<file path="src/design/imu_serial_frame_deframer_defines.svh">
// ----------------------------------------------------------------------------
// IMU serial frame deframer - assertion macros
// Clocked checks on aclk, switched off while aresetn is low.
// ----------------------------------------------------------------------------
`ifndef IMU_SERIAL_FRAME_DEFRAMER_DEFINES_SVH
`define IMU_SERIAL_FRAME_DEFRAMER_DEFINES_SVH

`ifndef SYNTHESIS

// Check a property on every clock edge outside reset
`define IMUD_ASSERT(lbl, prop, msg) \
    lbl: assert property (@(posedge aclk) disable iff (!aresetn) (prop)) else $error(msg);

// Check that a condition leads to a consequence on the next edge
`define IMUD_ASSERT_NEXT(lbl, pre, post, msg) \
    lbl: assert property (@(posedge aclk) disable iff (!aresetn) (pre) |=> (post)) \
        else $error(msg);

`else

`define IMUD_ASSERT(lbl, prop, msg)
`define IMUD_ASSERT_NEXT(lbl, pre, post, msg)

`endif

`endif

</file>
<file path="src/design/imud_pkg.sv">
// ----------------------------------------------------------------------------
// IMU serial frame deframer - package
// Frame constants, operation codes and the result word type.
// ----------------------------------------------------------------------------
`default_nettype none

package imud_pkg;

    // Frame markers
    localparam logic [7:0] HDR_BYTE  = 8'h55;
    localparam logic [7:0] FLAG_BYTE = 8'h61;

    // Frame lengths in bytes
    localparam int unsigned BASIC_LEN = 20;
    localparam int unsigned FULL_LEN  = 28;

    // Bytes 0 and 1 are markers and are not kept
    localparam int unsigned STORE_LEN = FULL_LEN - 2;
    localparam int unsigned IDX_W     = $clog2(STORE_LEN);
    localparam int unsigned POS_W     = $clog2(FULL_LEN);

    typedef logic [POS_W-1:0] pos_t;
    typedef logic [IDX_W-1:0] idx_t;

    localparam pos_t POS_HDR   = pos_t'(0);
    localparam pos_t POS_FLAG  = pos_t'(1);
    localparam pos_t POS_DATA  = pos_t'(2);
    localparam pos_t POS_BASIC = pos_t'(BASIC_LEN);
    localparam pos_t POS_LAST  = pos_t'(FULL_LEN - 1);

    // Idle timeout register
    localparam logic [15:0] TIMEOUT_RESET = 16'd10;
    localparam logic [15:0] IDLE_MAX      = 16'hFFFF;

    typedef enum logic [0:0] {
        OP_BYTE = 1'b0,
        OP_TICK = 1'b1
    } op_t;

    typedef struct packed {
        logic signed [15:0] accel_x;
        logic signed [15:0] accel_y;
        logic signed [15:0] accel_z;
        logic signed [15:0] rate_x;
        logic signed [15:0] rate_y;
        logic signed [15:0] rate_z;
        logic signed [15:0] roll_angle;
        logic signed [15:0] pitch_angle;
        logic signed [15:0] yaw_angle;
        logic               time_valid;
        logic [63:0]        stamp_packed;
    } res_t;

endpackage

`default_nettype wire

</file>
<file path="src/design/imu_serial_frame_deframer.sv">
// A completed frame is registered into the output or the skid register. Throughput:
// one input word per cycle while the skid register is empty; the output register
// plus one skid register let a word be taken while a finished frame waits downstream.
// Reset: synchronous, active low; clears hunt position, idle count, valid
// flags and loads the idle timeout with 10 ticks. Frame bytes are not reset.
// ----------------------------------------------------------------------------
// IMU serial frame deframer
// Hunts for header and flag bytes, collects the motion payload and optional
// time bytes, and emits one decoded frame on completion or idle timeout.
// ----------------------------------------------------------------------------
`default_nettype none

`include "imu_serial_frame_deframer_defines.svh"

module imu_serial_frame_deframer (
    input  wire logic               aclk,
    input  wire logic               aresetn,
    // Configuration
    input  wire logic               cfg_wr_en,
    input  wire logic [15:0]        cfg_wr_data,
    // Input words
    input  wire logic               s_valid,
    output logic                    s_ready,
    input  wire logic               s_operation,
    input  wire logic [7:0]         s_rx_byte,
    // Decoded frames
    output logic                    m_valid,
    input  wire logic               m_ready,
    output logic signed [15:0]      m_accel_x,
    output logic signed [15:0]      m_accel_y,
    output logic signed [15:0]      m_accel_z,
    output logic signed [15:0]      m_rate_x,
    output logic signed [15:0]      m_rate_y,
    output logic signed [15:0]      m_rate_z,
    output logic signed [15:0]      m_roll_angle,
    output logic signed [15:0]      m_pitch_angle,
    output logic signed [15:0]      m_yaw_angle,
    output logic                    m_time_valid,
    output logic [63:0]             m_stamp_packed
);

    logic [15:0]        timeout_reg;
    imud_pkg::pos_t     pos_reg, pos_next;
    logic [15:0]        idle_reg, idle_next;
    logic [7:0]         frame_reg [imud_pkg::STORE_LEN];

    imud_pkg::res_t     out_reg, skid_reg, res_new;
    logic               m_valid_reg, skid_valid_reg;

    logic               in_fire, out_fire;
    logic               store_we;
    imud_pkg::idx_t     store_idx;
    logic               res_fire;
    logic               res_with_time;
    imud_pkg::op_t      op;

    assign op       = imud_pkg::op_t'(s_operation);
    assign s_ready  = !skid_valid_reg;
    assign in_fire  = s_valid && s_ready;
    assign out_fire = m_valid_reg && m_ready;
    assign store_idx = imud_pkg::idx_t'(pos_reg - imud_pkg::POS_DATA);

    // Hold the idle timeout register
    always_ff @(posedge aclk) begin
        if (!aresetn) begin
            timeout_reg <= imud_pkg::TIMEOUT_RESET;
        end else if (cfg_wr_en) begin
            timeout_reg <= cfg_wr_data;
        end
    end

    // Advance the hunt and the idle counter
    always_comb begin
        pos_next      = pos_reg;
        idle_next     = idle_reg;
        store_we      = 1'b0;
        res_fire      = 1'b0;
        res_with_time = 1'b0;
        if (in_fire) begin
            unique case (op)
                imud_pkg::OP_TICK: begin
                    if (idle_reg != imud_pkg::IDLE_MAX) begin
                        idle_next = idle_reg + 16'd1;
                    end
                    if (pos_reg == imud_pkg::POS_BASIC && idle_next > timeout_reg) begin
                        pos_next = imud_pkg::POS_HDR;
                        res_fire = 1'b1;
                    end
                end
                imud_pkg::OP_BYTE: begin
                    idle_next = '0;
                    priority if (pos_reg == imud_pkg::POS_HDR
                                 && s_rx_byte == imud_pkg::HDR_BYTE) begin
                        pos_next = imud_pkg::POS_FLAG;
                    end else if (pos_reg == imud_pkg::POS_FLAG
                                 && s_rx_byte == imud_pkg::FLAG_BYTE) begin
                        pos_next = imud_pkg::POS_DATA;
                    end else if (pos_reg >= imud_pkg::POS_DATA
                                 && pos_reg <= imud_pkg::POS_LAST) begin
                        store_we = 1'b1;
                        if (pos_reg == imud_pkg::POS_LAST) begin
                            pos_next      = imud_pkg::POS_HDR;
                            res_fire      = 1'b1;
                            res_with_time = 1'b1;
                        end else begin
                            pos_next = pos_reg + imud_pkg::pos_t'(1);
                        end
                    end else begin
                        // Drop the byte and restart the hunt
                        pos_next = imud_pkg::POS_HDR;
                    end
                end
                default: begin
                    pos_next = pos_reg;
                end
            endcase
        end
    end

    always_ff @(posedge aclk) begin
        if (!aresetn) begin
            pos_reg  <= imud_pkg::POS_HDR;
            idle_reg <= '0;
        end else begin
            pos_reg  <= pos_next;
            idle_reg <= idle_next;
        end
    end

    // Store frame bytes from position 2 onwards
    always_ff @(posedge aclk) begin
        if (store_we) begin
            frame_reg[store_idx] <= s_rx_byte;
        end
    end

    // Build the result; the last time byte is taken straight from the input
    always_comb begin
        res_new.accel_x     = {frame_reg[1],  frame_reg[0]};
        res_new.accel_y     = {frame_reg[3],  frame_reg[2]};
        res_new.accel_z     = {frame_reg[5],  frame_reg[4]};
        res_new.rate_x      = {frame_reg[7],  frame_reg[6]};
        res_new.rate_y      = {frame_reg[9],  frame_reg[8]};
        res_new.rate_z      = {frame_reg[11], frame_reg[10]};
        res_new.roll_angle  = {frame_reg[13], frame_reg[12]};
        res_new.pitch_angle = {frame_reg[15], frame_reg[14]};
        res_new.yaw_angle   = {frame_reg[17], frame_reg[16]};
        res_new.time_valid  = res_with_time;
        if (res_with_time) begin
            res_new.stamp_packed = {frame_reg[18], frame_reg[19], frame_reg[20],
                                    frame_reg[21], frame_reg[22], frame_reg[23],
                                    s_rx_byte, frame_reg[24]};
        end else begin
            res_new.stamp_packed = '0;
        end
    end

    // Output register with one skid entry behind it
    always_ff @(posedge aclk) begin
        if (!aresetn) begin
            m_valid_reg    <= 1'b0;
            skid_valid_reg <= 1'b0;
        end else if (skid_valid_reg) begin
            if (out_fire) begin
                skid_valid_reg <= 1'b0;
            end
        end else if (res_fire) begin
            if (!m_valid_reg || out_fire) begin
                m_valid_reg <= 1'b1;
            end else begin
                skid_valid_reg <= 1'b1;
            end
        end else if (out_fire) begin
            m_valid_reg <= 1'b0;
        end
    end

    always_ff @(posedge aclk) begin
        if (skid_valid_reg) begin
            if (out_fire) begin
                out_reg <= skid_reg;
            end
        end else if (res_fire) begin
            if (!m_valid_reg || out_fire) begin
                out_reg <= res_new;
            end else begin
                skid_reg <= res_new;
            end
        end
    end

    assign m_valid        = m_valid_reg;
    assign m_accel_x      = out_reg.accel_x;
    assign m_accel_y      = out_reg.accel_y;
    assign m_accel_z      = out_reg.accel_z;
    assign m_rate_x       = out_reg.rate_x;
    assign m_rate_y       = out_reg.rate_y;
    assign m_rate_z       = out_reg.rate_z;
    assign m_roll_angle   = out_reg.roll_angle;
    assign m_pitch_angle  = out_reg.pitch_angle;
    assign m_yaw_angle    = out_reg.yaw_angle;
    assign m_time_valid   = out_reg.time_valid;
    assign m_stamp_packed = out_reg.stamp_packed;

    // Checks
    `IMUD_ASSERT(a_skid_behind_out, !skid_valid_reg || m_valid_reg, "skid word without output word")
    `IMUD_ASSERT(a_pos_in_frame, pos_reg <= imud_pkg::POS_LAST, "hunt position beyond frame")
    `IMUD_ASSERT_NEXT(a_emit_restarts, res_fire, pos_reg == imud_pkg::POS_HDR, "hunt not restarted")
    `IMUD_ASSERT(a_no_time_zero_stamp, !m_valid_reg || m_time_valid || m_stamp_packed == 64'd0, "stamp set without time")

endmodule

`default_nettype wire

</file>
<file path="config.mk">
export PLATFORM = sky130hd
export DESIGN_NAME = imu_serial_frame_deframer
export DESIGN_NICKNAME = d
export VERILOG_FILES = /design/src/design/imud_pkg.sv /design/src/design/imu_serial_frame_deframer.sv
export VERILOG_INCLUDE_DIRS = /design/src /design/src/design
export SDC_FILE = /design/constraint.sdc
export NUM_CORES = 1
export LEC_CHECK = 0
export BUFFER_PORTS_ARGS = -buffer_cell sky130_fd_sc_hd__buf_2
export CAP_MARGIN = 20
export CORE_UTILIZATION = 44
export CTS_BUF_LIST = sky130_fd_sc_hd__clkbuf_16
export CTS_CLUSTER_SIZE = 20
export DETAILED_ROUTE_END_ITERATION = 6
export GPL_ROUTABILITY_DRIVEN = 0
export GPL_TIMING_DRIVEN = 0
export PLACE_DENSITY_LB_ADDON = 0.25
export SYNTH_ARGS = -nofsm -noshare
export SYNTH_HDL_FRONTEND = slang
export SYNTH_SLANG_ARGS = --single-unit
</file>
<file path="constraint.sdc">
create_clock -name aclk -period 23.5 [get_ports aclk]
set_input_delay 1.175 -clock aclk [delete_from_list [all_inputs] [get_ports aclk]]
set_output_delay 1.175 -clock aclk [all_outputs]
set_load 0.05 [all_outputs]
</file>
==> qor.txt, run 1 <==
Iter 0 DRT Violations -> 885
Internal -> 1.88 mW
Vias per cell -> 5.18
H-tree lvl count -> 3
Commonest non-fill, non-tap cell in the layout -> edfxtp_1
Status -> complete, no violations
Die Y-Extent -> 236 um
Worst hold path type -> reg -> reg
# Post-CTS Setup Buffers -> 0
Post-CTS Resized -> 0
Max clock buf depth -> 3
Switching Fraction -> 20.2%
Final Hold Fails -> 0
Fraction of layout instances using a drive strength above 1 -> 30.4%
RSZ-0062 raised after global routing -> false
Crit. Startpoint -> idle_reg[0]
Root buffer cell -> clkbuf_16
TritonCTS Buffers -> 67
Worst-skew pair later-pin latency -> 0.59 ns
Number of synthesized register bits -> 657
Clk slew on worst S/H paths -> 0.06 ns
Yosys Warn Count -> 0
Post-Synth Adder-Cell Area -> 1.24%
Worst-case vdd ir drop -> 51.5 uV
Worst slew margin -> 27.1%
Max_cap viols -> 0
Initial antenna violation count -> 0
Remaining DRCs -> 0
Lkg Pwr -> 10.3 nW
Sequential cell area -> 19,300 um^2
Clock share of power -> 43.2%
Final setup fails -> 0
Pwr/cell area -> 82.5 nW/um^2
Seq pwr share -> 54.4%
Startpoint types -> flop
Net Sw Power -> 0.476 mW
Post-Synth Simple-Gate Area -> 5.21%
Max Slew Vio Count -> 0
Setup TNS -> 0 ns
Xor/xnor share of the synthesized area -> 0.471%
Total Wirelength -> 50.4 mm
Die Width -> 236 um
CP Capture Type -> flop
IO Count -> 241
Mapped Cells -> 1,307
CTS tree -> yes
Layout Utilization -> 52.8%
Hold path start -> frame_reg[1][5]
Initial Util -> 44.7%
Top_reg_cell synth -> edfxtp_1
Worst EP arrival -> 5.25 ns
Detailed Place HPWL -> 30.9 mm
Maximum clock rate -> 0.200 GHz
Core region area -> 54,000 um^2
Port bufs -> 238
Final Cycle Share -> 21.3%
Tightest Pin Transition -> 1.09 ns
Average size of a mapped cell -> 18.5 um^2
Dpl ws -> 18.54 ns
Crit Path Max Fanout -> 69
Clk sink count -> 657
Sequential area share after synthesis -> 80.0%
Post-route setup slack -> 18.49 ns
Compound-cell area share of the yosys netlist -> 4.25%
Clk_skew -> 0.0189 ns
GRT overflow -> 0
Final ANT Viol Nets -> 0
Final nets -> 1,675
Largest net degree at the start of global routing -> 70
FP Rows -> 85
Combinational fraction of design power -> 2.5%
Fill cells -> 4,366
Die area -> 55,900 um^2
Vias in the first global route -> 12,065
Total track usage -> 18.0%
Area of the multi-input gates -> 4500 um^2
Yosys cell types -> 66
R2R Setup Slk -> 18.49 ns
Post-synth ARST share -> 0%
CP Class -> reg -> reg
Largest family of logic cells by synthesized area -> multiplexers
Syn-to-layout area delta -> 18.1%
Data required, critical path -> 23.74 ns
First-pass detailed-route iteration total -> 5
Max reg flops -> 209
Post-synthesis mux area share -> 7.38%
Syn nets -> 1,361
Tmin final -> 5.01 ns
First-pass GRT wire length -> 74.6 mm
Post-CTS Hold Buffers -> 0
Total number of vias -> 12,253
Mapped Area -> 24,200 um^2
Most frequent cells in the layout -> edfxtp_1, buf_2, mux2_2
Post-synth EDFFs -> 618
R2r startpoint -> idle_reg[0]
Avg WL per Cell -> 21.3 um
## through the flow
step,std cells,hold slack [ns],power [mW],cell area [um^2]
after floorplan,1307,0.422,1.34,24200
after global placement,2241,0.426,1.36,26200
after detailed placement,2248,0.431,1.36,26400
after CTS,2366,0.440,2.38,28500
after global routing,2366,0.442,2.43,28500
final,2367,0.433,2.35,28500
## worst paths after layout
| path | endpoint | depth (start not counted) |
|---|---|---|
| max | skid_reg[42] | 15 |
| max reg2reg | skid_reg[42] | 15 |
| min | skid_reg[206] | 0 |
| min reg2reg | skid_reg[206] | 0 |
## power groups by stage
| stage | clock [mW] | combinational, mW | sequential (mW) |
|---|---|---|---|
| floorplan | 0 | 0.0147 | 1.32 |
| global placement | 0 | 0.0566 | 1.31 |
| detailed placement | 0 | 0.0588 | 1.30 |
| CTS | 1.04 | 0.0589 | 1.28 |
| global route | 1.09 | 0.0613 | 1.28 |
| finish | 1.02 | 0.0579 | 1.28 |
## synthesized netlist by cell type (3+ instances only)
master | count | share of area [%]
dfxtp_1 | 39 | 3.2
o2111ai_1 | 3 | 0.11
nor2_1 | 51 | 0.79
and2_1 | 67 | 1.7
nand3_1 | 18 | 0.37
o21ai_0 | 5 | 0.10
o21ai_1 | 4 | 0.083
a21oi_1 | 18 | 0.37
nor3_1 | 4 | 0.083
buf_1 | 5 | 0.078
ha_1 | 24 | 1.2
nand4_1 | 12 | 0.31
nand3b_1 | 3 | 0.093
or3_1 | 6 | 0.16
o31a_1 | 3 | 0.11
nor4_1 | 4 | 0.10
a21o_1 | 68 | 2.1
inv_1 | 25 | 0.39
mux2i_1 | 14 | 0.58
a31oi_1 | 4 | 0.10
buf_2 | 11 | 0.23
xor2_1 | 4 | 0.14
nand2b_1 | 5 | 0.13
o211ai_1 | 8 | 0.25
mux2_2 | 146 | 6.8
xnor2_1 | 9 | 0.33
and3_1 | 8 | 0.21
nand2_1 | 34 | 0.53
nor2b_1 | 5 | 0.13
clkbuf_1 | 36 | 0.56
o22ai_1 | 5 | 0.13
edfxtp_1 | 618 | 77
## kinds of logic after synthesis
logic type                 after synthesis
AOI/OAI and AO/OA                      140
xor gates and xnor gates                13
adders and majority gates               24
buffers and inverters                   82
DFF                                    657
muxes                                  160
and+or+nand+nor                        231
## critical path, cell delays in order (launching register included)
cell and delay (ns):
dfxtp_1 0.44, ha_1 0.25, and4_1 0.20, buf_4 0.16, nand4_4 0.18, o21ai_4 0.35
nor2_1 0.10, xor2_1 0.17, ha_1 0.32, nand4_1 0.13, or3_1 0.40, a21oi_1 0.18
o31a_1 0.41, and3_4 0.56, buf_16 0.36, buf_16 0.32
## area by class of cell
cell class	count	area share (%)
sequential	657	67.8
multi-input combinational	568	15.8
clock buffer	69	6.05
timing repair buffer	245	4.82
tap	696	3.05
clock inverter	49	1.35
buffer	56	0.864
inverter	26	0.342
antenna	1	0.00877
## routing by layer
layer / wire length [um] / track usage (%)
met5: 0 / 0
met2: 23900 / 28.2
met3: 2300 / 3.21
met4: 844 / 5.65
met1: 23300 / 25.6
Power figures use the tool's default switching activity.
==> run 2: changes to the inputs <==
==> constraint.sdc (replaced) <==
create_clock -name aclk -period 4.7 [get_ports aclk]
set_input_delay 0.235 -clock aclk [delete_from_list [all_inputs] [get_ports aclk]]
set_output_delay 0.235 -clock aclk [all_outputs]
set_load 0.05 [all_outputs]
==> run 2 against run 1 <==
  * Sequential power increased to 5.0 times the previous value
  * Final area increased by 1.0%
  * Worst setup slack got worse by 18 ns
  * Hold slack got worse by 0.35 ns
  * First-iteration DRC count increased by 21%
  * Total power increased to 5.1 times the previous value
  * Critical path type unchanged
  * Global-route usage increased by 0.32 points
  * Flip-flop and latch count unchanged
  * Die area unchanged
==> qor.txt, run 2 (synthesis gave the netlist of run 1 again) <==
CP Class -> reg -> reg
Clock share of power -> 44.0%
CTS tree -> yes
Root buffer cell -> clkbuf_16
TritonCTS Buffers -> 69
Final std cells w/o fill -> 2,394
Final hold slack -> 0.0798 ns
Core region area -> 54,000 um^2
Worst hold path type -> in -> reg
Port bufs -> 238
Max Slew Vio Count -> 0
Data required, critical path -> 4.95 ns
Clk sink count -> 657
Startpoint types -> flop
RSZ-0062 raised after global routing -> false
Worst EP arrival -> 4.62 ns
Total Wirelength -> 51.2 mm
Worst slew margin -> 30.3%
Switching Fraction -> 20.4%
Clk slew on worst S/H paths -> 0.06 ns
Initial antenna violation count -> 1
Cell Area, Placed -> 26,400 um^2
Initial Util -> 44.7%
Final Hold Fails -> 0
Status -> complete, no violations
Die Width -> 236 um
Max clock buf depth -> 3
Most frequent cells in the layout -> edfxtp_1, buf_2, mux2_2
Combinational fraction of design power -> 2.5%
First-pass GRT wire length -> 75.9 mm
Iter 0 DRT Violations -> 1,067
Fill cells -> 4,348
Syn-to-layout area delta -> 19.3%
Max reg flops -> 209
Commonest non-fill, non-tap cell in the layout -> edfxtp_1
Tmin final -> 4.37 ns
Tightest Pin Transition -> 1.05 ns
Total number of vias -> 12,318
GRT overflow -> 0
Die Y-Extent -> 236 um
Fraction of layout instances using a drive strength above 1 -> 30.8%
Placed instance count -> 2,247
Remaining DRCs -> 0
Crit Path Max Fanout -> 71
FP Rows -> 85
Largest net degree at the start of global routing -> 72
Clk_skew -> 0.0183 ns
Worst-skew pair later-pin latency -> 0.59 ns
H-tree lvl count -> 3
Seq pwr share -> 53.4%
Worst-case vdd ir drop -> 249 uV
Net Sw Power -> 2.44 mW
Detailed Place HPWL -> 30.3 mm
Maximum clock rate -> 0.229 GHz
Final nets -> 1,697
Pwr/cell area -> 415 nW/um^2
Total track usage -> 18.3%
Final instance area -> 28,800 um^2
IO Count -> 241
Final Cycle Share -> 92.9%
Final ANT Viol Nets -> 0
CP Capture Type -> flop
Final setup fails -> 0
Lkg Pwr -> 10.4 nW
First-pass detailed-route iteration total -> 5
Internal -> 9.53 mW
Max_cap viols -> 0
Vias per cell -> 5.15
Final Power -> 12.0 mW
Die area -> 55,900 um^2
Avg WL per Cell -> 21.4 um
Vias in the first global route -> 12,410
run 2: worst paths after layout:
check	startpoint	to	slack, ns	cells past startpoint
worst min register to register	frame_reg[13][2]	skid_reg[107]	0.44	0
worst max-delay path	idle_reg[0]	skid_reg[147]	0.33	14
worst min-delay path	cfg_wr_en	timeout_reg[15]	0.08	3
worst max register to register	idle_reg[0]	skid_reg[147]	0.33	14
run 2: worst max-delay path: stages (launching register included):
cell and delay, ns:
dfxtp_2 0.42, ha_4 0.18, and4_1 0.21, buf_6 0.14
nand4_4 0.16, o21ai_4 0.34, nor2_1 0.09, xor2_1 0.17
ha_1 0.33, nand4_1 0.12, or3_1 0.38, a21oi_2 0.15
o31a_2 0.35, and3_4 0.53, buf_16 0.38
run 2: per-layer routing:
layer	vias to the layer above	routed length (um)	track usage (%)
li1	5718	-	-
met1	6170	22800	25.0
met2	335	24300	29.1
met3	95	2750	3.67
met4	0	1320	6.87
met5	-	0	0
run 2: metrics by stage:
step	worst slack (ns)	utilization [%]	TNS (ns)
3_5_place_dp	-0.173	48.9	-10.78
2_1_floorplan	0.0116	-	0
6_report	0.334	53.4	0
5_1_grt	0.136	53.4	0
4_1_cts	0.0311	53.4	0
3_3_place_gp	-1.15	48.6	-472.05
run 2: layout make-up:
| cell class | count | area, um^2 | area share (%) |
|---|---|---|---|
| Clock buffer | 73 | 1830 | 6.33 |
| Multi-Input combinational cell | 570 | 4540 | 15.8 |
| Tap cell | 696 | 871 | 3.02 |
| Timing Repair Buffer | 263 | 1530 | 5.31 |
| Buffer | 56 | 253 | 0.876 |
| Inverter | 26 | 97.6 | 0.338 |
| Sequential cell | 657 | 19300 | 67.1 |
| Clock inverter | 52 | 374 | 1.30 |
| Antenna cell | 1 | 2.50 | 0.00868 |
run 2: repair_timing:
item	CTS	global route
cloned	2	0
pin swaps	1	0
hold buffers	17	0
hold endpoints to repair	17	0
setup endpoints to repair	64	254
gates resized for setup	0	1
setup buffers	0	1
run 2: power by group through the flow:
stage | registers [mW] | logic [mW] | clock network (mW)
2_1_floorplan | 6.61 | 0.0752 | 0
3_3_place_gp | 6.53 | 0.282 | 0
3_5_place_dp | 6.52 | 0.291 | 0
4_1_cts | 6.40 | 0.306 | 5.39
5_1_grt | 6.40 | 0.320 | 5.62
6_report | 6.40 | 0.303 | 5.27
